File: src/rtl/dvd_pkg.sv
// ----------------------------------------------------------------------------
// dvd_pkg
// Constants and types for the delta varint decoder and summer.
// ----------------------------------------------------------------------------
package dvd_pkg;

  // longest code in bytes (1..9)
  localparam int unsigned MAX_CODE_BYTES = 7;

  localparam int unsigned BYTE_W  = 8;
  localparam int unsigned GROUP_W = 7;
  localparam int unsigned VALUE_W = 64;
  localparam int unsigned PART_W  = GROUP_W * MAX_CODE_BYTES;
  localparam int unsigned CNT_W   = (MAX_CODE_BYTES > 1) ? $clog2(MAX_CODE_BYTES) : 1;

  localparam int unsigned IN_TDATA_W  = 8;
  localparam int unsigned OUT_TDATA_W = 2 * VALUE_W;
  localparam int unsigned OUT_TUSER_W = 2;

  // output request: tuser holds {bad_length, end_of_list}
  typedef struct packed {
    logic               bad_length;
    logic               end_of_list;
    logic [VALUE_W-1:0] running_sum;
    logic [VALUE_W-1:0] element_value;
  } dvd_result_t;

endpackage

File: src/rtl/delta_varint_decode_sum.sv
// ----------------------------------------------------------------------------
// delta_varint_decode_sum
// Byte-serial LEB128 delta decoder with running element and running sum.
// ----------------------------------------------------------------------------
// One byte per request enters on the slave side; one byte is taken every cycle
// while the result side keeps up. A byte passes an input register, then a
// single update stage (data-group insert, a 64-bit add for the element and a
// three-operand 64-bit add for the sum) writes the output register. Bytes that
// only continue a code yield no result. A 0x00 byte at the start of a code
// gives the final sum with end_of_list (tuser[0]) and clears the state; a code
// whose last allowed byte still has bit 7 set gives bad_length (tuser[1]) with
// the unchanged element and sum, and the partial code is dropped.
// ----------------------------------------------------------------------------
module delta_varint_decode_sum (
  input  logic                                clk_i,
  input  logic                                rst_ni,
  input  logic                                s_axis_tvalid_i,
  output logic                                s_axis_tready_o,
  input  logic [dvd_pkg::IN_TDATA_W-1:0]      s_axis_tdata_i,  // [7:0] data_byte
  output logic                                m_axis_tvalid_o,
  input  logic                                m_axis_tready_i,
  output logic [dvd_pkg::OUT_TDATA_W-1:0]     m_axis_tdata_o,  // [63:0] element_value,
                                                               // [127:64] running_sum
  output logic [dvd_pkg::OUT_TUSER_W-1:0]     m_axis_tuser_o   // [0] end_of_list,
                                                               // [1] bad_length
);
  import dvd_pkg::*;

  // input register
  logic [BYTE_W-1:0]  byte_q;
  logic               byte_vld_q;

  // decoder state
  logic [PART_W-1:0]  part_q,  part_d;
  logic [CNT_W-1:0]   cnt_q,   cnt_d;
  logic [VALUE_W-1:0] elem_q,  elem_d;
  logic [VALUE_W-1:0] sum_q,   sum_d;

  // output register
  dvd_result_t        res_q,   res_d;
  logic               out_vld_q;

  logic               lead_zero;
  logic               cont;
  logic               too_long;
  logic               has_res;
  logic               advance;
  logic [PART_W-1:0]  part_full;
  logic [VALUE_W-1:0] diff;

  assign lead_zero = (cnt_q == '0) && (byte_q == '0);
  assign cont      = byte_q[BYTE_W-1];
  assign too_long  = cont && (cnt_q == CNT_W'(MAX_CODE_BYTES - 1));
  assign has_res   = lead_zero || !cont || too_long;

  // stage fires when it holds a byte and the result slot is free (or not needed)
  assign advance         = byte_vld_q && (!has_res || !out_vld_q || m_axis_tready_i);
  assign s_axis_tready_o = !byte_vld_q || advance;

  assign part_full = part_q
                   | (PART_W'(byte_q[GROUP_W-1:0]) << (GROUP_W * 32'(cnt_q)));
  assign diff      = VALUE_W'(part_full);

  always_comb begin
    part_d = part_q;
    cnt_d  = cnt_q;
    elem_d = elem_q;
    sum_d  = sum_q;
    res_d  = '{bad_length: 1'b0, end_of_list: 1'b0,
               running_sum: sum_q, element_value: elem_q};
    if (lead_zero) begin
      res_d.end_of_list = 1'b1;
      part_d = '0;
      cnt_d  = '0;
      elem_d = '0;
      sum_d  = '0;
    end else if (too_long) begin
      res_d.bad_length = 1'b1;
      part_d = '0;
      cnt_d  = '0;
    end else if (cont) begin
      part_d = part_full;
      cnt_d  = cnt_q + CNT_W'(1);
    end else begin
      // sum adds the old element plus the difference, in parallel with the element add
      elem_d = elem_q + diff;
      sum_d  = sum_q + elem_q + diff;
      part_d = '0;
      cnt_d  = '0;
      res_d.element_value = elem_d;
      res_d.running_sum   = sum_d;
    end
  end

  always_ff @(posedge clk_i or negedge rst_ni) begin
    if (!rst_ni) begin
      byte_vld_q <= 1'b0;
    end else if (s_axis_tready_o) begin
      byte_vld_q <= s_axis_tvalid_i;
    end
  end

  always_ff @(posedge clk_i) begin
    if (s_axis_tready_o && s_axis_tvalid_i) begin
      byte_q <= s_axis_tdata_i[BYTE_W-1:0];
    end
  end

  always_ff @(posedge clk_i or negedge rst_ni) begin
    if (!rst_ni) begin
      part_q <= '0;
      cnt_q  <= '0;
      elem_q <= '0;
      sum_q  <= '0;
    end else if (advance) begin
      part_q <= part_d;
      cnt_q  <= cnt_d;
      elem_q <= elem_d;
      sum_q  <= sum_d;
    end
  end

  always_ff @(posedge clk_i or negedge rst_ni) begin
    if (!rst_ni) begin
      out_vld_q <= 1'b0;
    end else if (advance && has_res) begin
      out_vld_q <= 1'b1;
    end else if (m_axis_tready_i) begin
      out_vld_q <= 1'b0;
    end
  end

  always_ff @(posedge clk_i) begin
    if (advance && has_res) begin
      res_q <= res_d;
    end
  end

  assign m_axis_tvalid_o = out_vld_q;
  assign m_axis_tdata_o  = {res_q.running_sum, res_q.element_value};
  assign m_axis_tuser_o  = {res_q.bad_length, res_q.end_of_list};

  // byte count never reaches the code limit
  a_cnt_range: assert property (@(posedge clk_i) disable iff (!rst_ni)
    32'(cnt_q) < MAX_CODE_BYTES)
    else $error("byte count out of range");

  // a result never carries both flags
  a_flags_excl: assert property (@(posedge clk_i) disable iff (!rst_ni)
    out_vld_q |-> !(res_q.end_of_list && res_q.bad_length))
    else $error("end_of_list and bad_length both set");

  // end of list clears the running state
  a_eol_clear: assert property (@(posedge clk_i) disable iff (!rst_ni)
    (advance && lead_zero) |=> (elem_q == '0 && sum_q == '0 && cnt_q == '0))
    else $error("state not cleared after end of list");

  // a pending result is never overwritten before it is taken
  a_no_overwrite: assert property (@(posedge clk_i) disable iff (!rst_ni)
    (out_vld_q && !m_axis_tready_i) |-> !(advance && has_res))
    else $error("pending result overwritten");

endmodule
File: config.mk
export PLATFORM = sky130hd
export DESIGN_NAME = delta_varint_decode_sum
export DESIGN_NICKNAME = d
export VERILOG_FILES = /design/src/rtl/dvd_pkg.sv /design/src/rtl/delta_varint_decode_sum.sv
export SDC_FILE = /design/constraint.sdc
export NUM_CORES = 1
export LEC_CHECK = 0
export BUFFER_PORTS_ARGS = -buffer_cell sky130_fd_sc_hd__clkbuf_2
export CAP_MARGIN = 20
export CELL_PAD_IN_SITES_DETAIL_PLACEMENT = 1
export CELL_PAD_IN_SITES_GLOBAL_PLACEMENT = 2
export CORE_ASPECT_RATIO = 0.9
export CORE_UTILIZATION = 25
export DETAILED_ROUTE_END_ITERATION = 10
export PLACE_DENSITY_LB_ADDON = 0.2
export SLEW_MARGIN = 5
export SYNTH_ARGS = -nofsm -noshare
export SYNTH_HDL_FRONTEND = slang
export SYNTH_SLANG_ARGS = --single-unit
export TNS_END_PERCENT = 100
File: constraint.sdc
create_clock -name clk_i -period 5.4 [get_ports clk_i]
set_input_delay 0.54 -clock clk_i [delete_from_list [all_inputs] [get_ports clk_i]]
set_output_delay 0.54 -clock clk_i [all_outputs]
set_load 0.01 [all_outputs]
==> results.sh, run 1 <==
export IMPL_clock_fmax_mhz=197
export IMPL_hpwlAfterDp_mm=57.8
export IMPL_ys_warn_count=0
export IMPL_register_area_um2=8700
export IMPL_htree_levels=2
export IMPL_cts_buffers=43
export IMPL_ant_nets=0
export IMPL_yosysSeqAreaShare=0.410
export IMPL_final_hold_viol_count=0
export IMPL_r2r_start="byte_q[3]"
export IMPL_grt_pass1_vias=18500
export IMPL_path_cells="nor2b_2 -> a21oi_1 -> inv_1 -> ha_1 -> o21ai_0 -> o211ai_1 -> nand3_1 -> a2111oi_1 -> buf_4 -> o31ai_1 -> buf_4 -> a31oi_1 -> a21o_1 -> nand2_1 -> nor3_1 -> xor2_1"
export IMPL_fin_crit_sh=0.942
export IMPL_finalCriticalPeriod_ns=5.09
export IMPL_crit_type="register to register"
export IMPL_crit_path_max_fanout=12
export IMPL_ys_flop_type="dfrtp_1"
export IMPL_multi_input_area_um2=11100
export IMPL_slowest_delay_ns=0.57
export IMPL_drc=0
export IMPL_rsz0062_at_grt="false"
export IMPL_grtUsageTotal=0.178
export IMPL_wl_per_cell_um=20.9
export IMPL_crit_path_start_kind="register"
export IMPL_diodes=0
export IMPL_cts_setup_buffers=0
export IMPL_syn_nets=2548
export IMPL_rows=100
export IMPL_cap_violations=0
export IMPL_drive_above_1_share=0.128
export IMPL_die_x_um=309
export IMPL_worstPathArrival_ns=5.40
export IMPL_finalInstanceArea_um2=25000
export IMPL_dr_pass1_iters=5
export IMPL_placed_area_um2=23500
export IMPL_skew_ns=0.0187
export IMPL_async_reset_ff_frac=0.569
export IMPL_relSlewSlack=0.456
export IMPL_synth_area_per_cell_um2=8.99
export IMPL_place_ws_ns=0.123
export IMPL_cp_startpoint="byte_q[3]"
export IMPL_yosysUniqueCellTypes=70
export IMPL_worst_pin_slew_ns=0.813
export IMPL_syn_to_final_growth_pct=17.9
export IMPL_syn_area_um2=21200
export IMPL_crit_top_cell="buf_4"
export IMPL_slew_violations=0
export IMPL_setup_ws_ns=0.313
export IMPL_start_util=0.254
export IMPL_antenna_found_initial=0
export IMPL_clk_path_buf_depth=3
export IMPL_outcome="completed"
export IMPL_num_vias=17800
export IMPL_power_density_nw_per_um2=617
export IMPL_finalSetupViolations=0
export IMPL_core_area_um2=83300
export IMPL_endpoint_kind="register"
export IMPL_fill_cells=9741
export IMPL_clock_sinks=320
export IMPL_dieArea_um2=85900
export IMPL_hold_ws_ns=0.0346
export IMPL_drtIter0Drc=1069
export IMPL_fin_nets=2680
export IMPL_hp_class="input port to async pin"
export IMPL_cpMaxStageDelayCell="o211ai_1"
export IMPL_cp_required_ns=5.72
export IMPL_power_leakage_nw=11.5
export IMPL_wl_mm=76.2
export IMPL_vias_per_cell=4.89
export IMPL_synth_edf_count=138
export IMPL_ios=144
export IMPL_port_buffers=143
export IMPL_grt_max_degree=123
export IMPL_gr_total_overflow=0
export IMPL_synthCells=2357
export IMPL_synth_seq_cells=320
export IMPL_cts_tree="done"
export IMPL_clkTransAtPathRegs_ns=0.06
export IMPL_vdd_drop_max_mv=0.207
export IMPL_clockRootBuffer="clkbuf_16"
export IMPL_clk_insertion_delay_late_ns=0.58
export IMPL_fp_dieH_um=278
export IMPL_final_cell_mix="nand2_1 (265), inv_1 (253), o21ai_0 (224), a21oi_1 (184), dfrtp_1 (181)"
export IMPL_final_common_cell="nand2_1"
export IMPL_final_setup_tns_ns=0
export IMPL_grt_pass1_wl_mm=118
export IMPL_routabilityCongestion=0.899
==> per-stage QoR <==
step / power [W] / util / std cells
6_report: 0.0154 / 0.300 / 3644
3_3_place_gp: 0.0124 / 0.282 / 3566
2_1_floorplan: 0.00945 / - / 2357
3_5_place_dp: 0.0125 / 0.282 / 3566
4_1_cts: 0.0156 / 0.299 / 3644
5_1_grt: 0.0167 / 0.300 / 3644
==> path summary, 6_finish.rpt <==
| check | to | slack, ns | cells after the start |
|---|---|---|---|
| setup / recovery | m_axis_tdata_o[61] | 0.31 | 16 |
| hold / removal | sum_q[34] | 0.03 | 1 |
| setup reg to reg | m_axis_tdata_o[61] | 0.31 | 16 |
| hold reg to reg | part_q[37] | 0.50 | 2 |
| max in group asynchronous | cnt_q[0] | 4.17 | 2 |
| min in group clk_i | byte_q[2] | 0.16 | 1 |
==> synthesized netlist by cell type, drive strengths merged (5+ instances only) <==
master | n | area, µm²
or3 | 6 | 37.5
nand2 | 266 | 998
a21oi | 187 | 940
dfrtp | 182 | 4550
and4 | 6 | 52.6
and3 | 22 | 138
a211oi | 12 | 90.1
nor2b | 22 | 138
nand2b | 13 | 81.3
o22ai | 83 | 519
a221oi | 8 | 76.3
fa | 51 | 1020
a21o | 106 | 796
a21boi | 9 | 67.6
nand4 | 44 | 275
nand3 | 42 | 210
nor4 | 5 | 31.3
o31ai | 12 | 100
and2 | 13 | 82.6
o21ai | 226 | 1130
xor2 | 61 | 534
ha | 128 | 1600
o21bai | 23 | 173
nor2 | 112 | 420
nor3 | 21 | 105
o211ai | 9 | 67.6
a31oi | 35 | 231
o21a | 5 | 37.5
xnor2 | 59 | 517
buf | 7 | 28.8
edfxtp | 138 | 4140
clkbuf | 127 | 479
o2111ai | 7 | 61.3
inv | 253 | 950
==> kinds of logic after synthesis <==
| kind of cell | count (synthesis) | synth area share |
|---|---|---|
| DFF | 320 | 0.410 |
| buffers and inverters | 387 | 0.0688 |
| AOI/OAI and AO/OA | 760 | 0.219 |
| xor gates and xnor gates | 120 | 0.0496 |
| and+or+nand+nor | 590 | 0.128 |
| adders and majority gates | 179 | 0.124 |
| muxes | 1 | 0.000472 |
==> worst max-delay path, delay by kind of cell, from the launching register on <==
family | cells | cell delay (ns)
XOR/XNOR | 1 | 0.09
buffers and inverters | 3 | 0.48
AO/OA/AOI/OAI | 7 | 2.39
adder cells (fa/ha/maj) | 1 | 0.36
AND/OR/NAND/NOR | 4 | 1.02
flip-flops | 1 | 0.45
==> power breakdown <==
group          total, W  internal [W]  switching [W]
sequential      0.00383       0.00341       0.000423
combinational   0.00857       0.00299        0.00559
clock           0.00302       0.00181        0.00121
==> state kept, by name, summed over array words and instances (netlist names) <==
name and count:
sum_q 64, byte_q 8, cnt_q 3, byte_vld_q 1, m_axis_tvalid_o 1, part_q 49, elem_q 64, m_axis_tdata_o 128
m_axis_tuser_o 2
==> layout make-up <==
class / instances / share of cell area
flip-flops and latches: 320 / 0.348
multi-input cells: 1650 / 0.444
well taps: 1122 / 0.0562
clock buffers: 51 / 0.0459
inverters: 253 / 0.0380
clock inverters: 27 / 0.0125
repair buffers: 221 / 0.0549
==> layer usage <==
metal  GRT usage  part of all wire  vias up  wire length (µm)
met4      0.0358             0.018        0              1360
met2       0.268              0.43      328             32900
met5           0                 0        -                 0
met3      0.0219             0.038       84              2860
met1       0.270              0.51     8835             39100
li1            -                 -     8557                 -
==> what timing repair did <==
item                       CTS  global route
resized for setup            0             8
setup endpoints to repair    0            22
hold buffers                 0             0
Power figures use the tool's default switching activity.
==> run 2, diff against run 1 <==
- CORE_MARGIN: unset -> 2
- MAX_ROUTING_LAYER: unset -> met4
- PLACE_DENSITY_LB_ADDON: 0.2 -> 0.1
==> results.sh, run 2 (synthesized netlist as in run 1, its figures left out) <==
export IMPL_wl_per_cell_um=21.6
export IMPL_endpoint_kind="register"
export IMPL_sw_frac_of_total=0.468
export IMPL_cts_tree="done"
export IMPL_ant_nets=0
export IMPL_crit_path_max_fanout=11
export IMPL_relSlewSlack=0.339
export IMPL_hold_end="byte_q[0]"
export IMPL_gr_total_overflow=0
export IMPL_crit_type="register to register"
export IMPL_fin_crit_sh=0.944
export IMPL_fin_nets=2700
export IMPL_grt_pass1_wl_mm=121
export IMPL_outcome="completed"
export IMPL_vdd_drop_max_mv=0.232
export IMPL_power_leakage_nw=11.6
export IMPL_worst_pin_slew_ns=0.992
export IMPL_antenna_found_initial=1
export IMPL_syn_to_final_growth_pct=18.8
export IMPL_reg2reg_slack_ns=0.30
export IMPL_final_hold_viol_count=0
export IMPL_clk_path_buf_depth=3
export IMPL_slowest_delay_ns=0.54
export IMPL_htree_levels=2
export IMPL_rsz0062_at_grt="false"
export IMPL_rr_worst_depth=18
export IMPL_die_x_um=311
export IMPL_cap_violations=0
export IMPL_finalSetupViolations=0
export IMPL_placed_area_um2=23700
export IMPL_pwr_share_clk=0.197
export IMPL_dieArea_um2=87100
export IMPL_crit_path_start_kind="register"
export IMPL_final_setup_tns_ns=0
export IMPL_clkTransAtPathRegs_ns=0.06
export IMPL_dr_pass1_iters=5
export IMPL_power_density_nw_per_um2=617
export IMPL_path_cells="nor2b_1 -> buf_4 -> a21o_1 -> inv_1 -> fa_1 -> inv_1 -> ha_1 -> and3_1 -> nor3b_2 -> and3b_1 -> and2_1 -> a221oi_1 -> buf_4 -> a21oi_2 -> a41oi_2 -> or4_1 -> o2111a_1 -> nand2_1"
export IMPL_cp_startpoint="cnt_q[2]"
export IMPL_largest_register_ffs=128
export IMPL_routabilityCongestion=0.869
export IMPL_clock_sinks=320
export IMPL_cpMaxStageDelayCell="dfrtp_1"
export IMPL_vias_per_cell=4.85
export IMPL_clockRootBuffer="clkbuf_16"
export IMPL_cts_setup_buffers=0
export IMPL_drtIter0Drc=946
export IMPL_cts_buffers=43
export IMPL_wl_mm=79.6
export IMPL_num_vias=17800
export IMPL_p_comb_frac=0.557
export IMPL_grt_pass1_vias=18800
export IMPL_finalInstanceArea_um2=25200
export IMPL_fp_dieH_um=280
export IMPL_core_area_um2=84200
export IMPL_finalCriticalPeriod_ns=5.10
export IMPL_p_seq_frac=0.246
export IMPL_power_net_switching_w=0.00727
export IMPL_hpwlAfterDp_mm=60.6
export IMPL_final_cell_mix="nand2_1 (265), inv_1 (253), o21ai_0 (224), a21oi_1 (182), dfrtp_1 (181)"
export IMPL_power_internal_w=0.00827
export IMPL_clock_fmax_mhz=196
export IMPL_fill_cells=9854
export IMPL_hp_class="input port to register"
export IMPL_skew_ns=0.0251
export IMPL_clk_insertion_delay_late_ns=0.59
export IMPL_r2r_start="cnt_q[2]"
export IMPL_port_buffers=143
export IMPL_cp_required_ns=5.94
export IMPL_r2r_end="sum_q[63]"
export IMPL_start_util=0.252
export IMPL_ios=144
export IMPL_grt_max_degree=132
export IMPL_final_common_cell="nand2_1"
export IMPL_hp_start="s_axis_tdata_i[0]"
export IMPL_min_path_cells=1
export IMPL_slew_violations=0
export IMPL_worstPathArrival_ns=5.63
export IMPL_drc=0
export IMPL_rows=101
export IMPL_drive_above_1_share=0.133
export IMPL_grtUsageTotal=0.187
[run 2: metal layers]
metal	routed length [µm]	vias to the layer above	track usage
met5	0	-	-
met4	1670	0	0.0443
met3	2750	87	0.0248
met2	34600	287	0.279
met1	40500	8870	0.268
li1	-	8591	-
[run 2: per-stage QoR]
step	setup WS [ns]	power, W	util	hold WS [ns]	instances
floorplan	0.742	0.00945	-	0.244	2357
global placement	0.0849	0.0125	0.281	0.479	3595
detailed placement	0.0455	0.0126	0.281	0.486	3596
CTS	0.0117	0.0158	0.299	0.0969	3675
global route	0.0553	0.0169	0.299	0.117	3676
finish	0.305	0.0155	0.299	0.154	3676
[run 2: timing repair]
action | 4_1_cts | 5_1_grt
resized for setup | 0 | 7
setup endpoints to repair | 0 | 16
hold endpoints to repair | 51 | 0
hold buffers | 1 | 0
[run 2: layout make-up]
class                      count  area [µm²]  share of cell area
timing repair buffer         241        1530              0.0609
inverter                     253         950              0.0377
clock buffer                  59        1200              0.0476
antenna                        1        2.50           0.0000994
multi-input combinational   1650       11100               0.441
clock inverter                19         278              0.0110
tap                         1133        1420              0.0563
sequential                   320        8700               0.346
[run 2: how the worst max path moves through the flow]
stage                                     end  slack [ns]  cells past startpoint
final                               sum_q[63]        0.30                     18
after global routing      m_axis_tdata_o[126]        0.06                     15
after CTS                 m_axis_tdata_o[109]        0.01                     18
after detailed placement  m_axis_tdata_o[115]        0.05                     18
after global placement    m_axis_tdata_o[109]        0.08                     18
after floorplan           m_axis_tdata_o[126]        0.74                     16
[run 2: power by group through the flow]
stage          combinational, W  sequential (W)  clock (W)
2_1_floorplan           0.00560         0.00385          0
5_1_grt                 0.00968         0.00392    0.00326
6_report                0.00866         0.00382    0.00306
3_3_place_gp            0.00862         0.00386          0
4_1_cts                 0.00875         0.00384    0.00319
3_5_place_dp            0.00868         0.00388          0
[run 2: critical path: cells and delay by family, from the launching register on]
kind                       cells  cell delay, ns
and+or+nand+nor                7            1.93
AOI/OAI and AO/OA              5            1.00
adders and majority gates      2            0.98
buffers and inverters          4            0.56
DFF                            1            0.54
==> run 3, diff against run 2 <==
- ABC_AREA: unset -> 1
==> results.sh, run 3 <==
export IMPL_drc=0
export IMPL_finalSetupViolations=0
export IMPL_fill_cells=13100
export IMPL_synth_seq_cells=320
export IMPL_dieArea_um2=107000
export IMPL_ant_nets=0
export IMPL_synth_edf_count=138
export IMPL_dr_pass1_iters=5
export IMPL_core_area_um2=103000
export IMPL_gr_total_overflow=0
export IMPL_synth_largest_area_cell="nand2_1"
export IMPL_hp_class="input port to register"
export IMPL_vias_per_cell=4.49
export IMPL_crit_path_start_kind="register"
export IMPL_syn_to_final_growth_pct=15.1
export IMPL_clk_path_buf_depth=3
export IMPL_rsz0062_at_grt="false"
export IMPL_wl_mm=119
export IMPL_rows=112
export IMPL_hpwlAfterDp_mm=97.2
export IMPL_drive_above_1_share=0.0850
export IMPL_finalCriticalPeriod_ns=4.83
export IMPL_start_util=0.251
export IMPL_grt_max_degree=99
export IMPL_clk_insertion_delay_late_ns=0.64
export IMPL_fp_dieH_um=310
export IMPL_crit_path_max_fanout=22
export IMPL_drtIter0Drc=1391
export IMPL_synth_top_area_frac=0.208
export IMPL_final_cell_mix="nand2_1 (1440), inv_1 (896), nor2_1 (255), nand3_1 (237), dfrtp_1 (182)"
export IMPL_num_vias=24800
export IMPL_synth_area_leaders="nand2_1 (21%), dfrtp_1 (18%), edfxtp_1 (16%)"
export IMPL_async_reset_ff_frac=0.569
export IMPL_port_buffers=143
export IMPL_syn_nets=4166
export IMPL_vdd_drop_max_mv=0.214
export IMPL_total_power_w=0.0166
export IMPL_antenna_found_initial=4
export IMPL_grtUsageTotal=0.232
export IMPL_final_setup_tns_ns=0
export IMPL_clockRootBuffer="clkbuf_16"
export IMPL_finalInstanceArea_um2=29900
export IMPL_cts_tree="done"
export IMPL_ys_flop_type="dfrtp_1"
export IMPL_skew_ns=0.0368
export IMPL_ios=144
export IMPL_ys_warn_count=0
export IMPL_slew_violations=0
export IMPL_hold_ws_ns=0.0882
export IMPL_multi_input_area_um2=13500
export IMPL_clock_sinks=320
export IMPL_yosysUniqueCellTypes=36
export IMPL_cp_required_ns=5.77
export IMPL_netlist_top_cells_count="nand2_1 (1440), inv_1 (897), nor2_1 (255)"
export IMPL_crit_type="register to register"
export IMPL_wl_per_cell_um=21.6
export IMPL_htree_levels=2
export IMPL_clkTransAtPathRegs_ns=0.06
export IMPL_cts_buffers=43
export IMPL_worst_pin_slew_ns=1.02
export IMPL_fin_nets=4321
export IMPL_grt_pass1_vias=25500
export IMPL_clock_fmax_mhz=207
export IMPL_final_hold_viol_count=0
export IMPL_grt_pass1_wl_mm=174
export IMPL_worstPathArrival_ns=5.20
export IMPL_routabilityCongestion=0.879
export IMPL_yosysMostFrequentCell="nand2_1"
export IMPL_synthCells=3975
export IMPL_largest_register_ffs=128
export IMPL_final_common_cell="nand2_1"
export IMPL_register_area_um2=8700
export IMPL_cts_setup_buffers=0
export IMPL_fin_crit_sh=0.894
export IMPL_cap_violations=0
export IMPL_placed_area_um2=28500
export IMPL_die_x_um=344
export IMPL_outcome="completed"
export IMPL_yosysSeqAreaShare=0.334
export IMPL_power_density_nw_per_um2=553
export IMPL_syn_area_um2=26000
export IMPL_relSlewSlack=0.319
export IMPL_utilization=0.290
export IMPL_power_leakage_nw=16.3
export IMPL_endpoint_kind="register"
export IMPL_synth_area_per_cell_um2=6.54
==> run 3: cell types whose count changed after synthesis, moves of 59 or more <==
cell | previous run | this run
a21o_1 | 106 | 0
o21ai_0 | 224 | 148
nand2_1 | 266 | 1440
nand3_1 | 42 | 237
xor2_1 | 61 | 2
clkbuf_1 | 125 | 30
nor2_1 | 112 | 255
inv_1 | 253 | 897
==> run 3: final timing paths <==
kind | slack, ns | from | endpoint | cells after the start
setup / recovery | 0.57 | cnt_q[0] | m_axis_tdata_o[117] | 19
hold / removal | 0.09 | s_axis_tdata_i[3] | byte_q[3] | 1
setup reg to reg | 0.57 | cnt_q[0] | m_axis_tdata_o[117] | 19
hold reg to reg | 0.48 | sum_q[43] | sum_q[43] | 2
max in group asynchronous | 3.85 | rst_ni | elem_q[52] | 3
min in group asynchronous | 0.45 | rst_ni | sum_q[6] | 2
==> run 3: repair_timing <==
item / in CTS / in global routing
gates resized for setup: 0 / 0
hold buffers: 1 / 0
endpoints found under the hold margin: 48 / 0
==> run 3: per-stage QoR <==
stage / cells / worst slack [ns]
after global routing: 5534 / 0.289
after detailed placement: 5452 / 0.624
after global placement: 5452 / 0.671
final: 5537 / 0.571
after CTS: 5532 / 0.558
after floorplan: 3975 / 1.68
==> run 3: layout make-up <==
type	count	share of cell area
clock buffers	60	0.0425
multi-input cells	2672	0.452
repair buffers	190	0.0382
well taps	1368	0.0572
inverters	903	0.113
flip-flops and latches	320	0.291
diodes	5	0.000418
clock inverters	19	0.00614
==> run 3: logic make-up after synthesis <==
logic type	count (synthesis)	synth area share
simple gates	2114	0.333
xor+xnor	4	0.00135
fa+ha+maj	179	0.101
buf+inv	983	0.146
flops	320	0.334
compound gates	375	0.0841
==> run 3: layer usage <==
| layer | vias to the layer above | global-route usage | part of all wire |
|---|---|---|---|
| li1 | 12500 | - | - |
| met1 | 11900 | 0.341 | 0.53 |
| met2 | 305 | 0.348 | 0.43 |
| met3 | 90 | 0.0188 | 0.027 |
| met4 | 0 | 0.0436 | 0.017 |
| met5 | - | - | 0 |
==> run 3: critical path: stages (launching register included) <==
cell and delay (ns):
dfrtp_1 0.79, nand2_1 0.16, nor2_1 0.22, inv_1 0.12, o21ai_0 0.43, inv_1 0.15
fa_1 0.51, inv_1 0.05, ha_1 0.44, nand2_1 0.15, nor2_1 0.17, inv_1 0.09
nor3_1 0.47, nand2_1 0.11, inv_1 0.12, nand3_1 0.24, nand2_1 0.14, nand2_1 0.07
nand3_1 0.08, nand2_1 0.07
==> run 3: power by group <==
group | switching, W | total (W) | leakage, nW | internal, W
sequential | 0.000435 | 0.00378 | 3.70 | 0.00334
clock | 0.00129 | 0.00304 | 0.702 | 0.00175
combinational | 0.00674 | 0.00975 | 11.9 | 0.00301
total | 0.00846 | 0.0166 | 16.3 | 0.00811
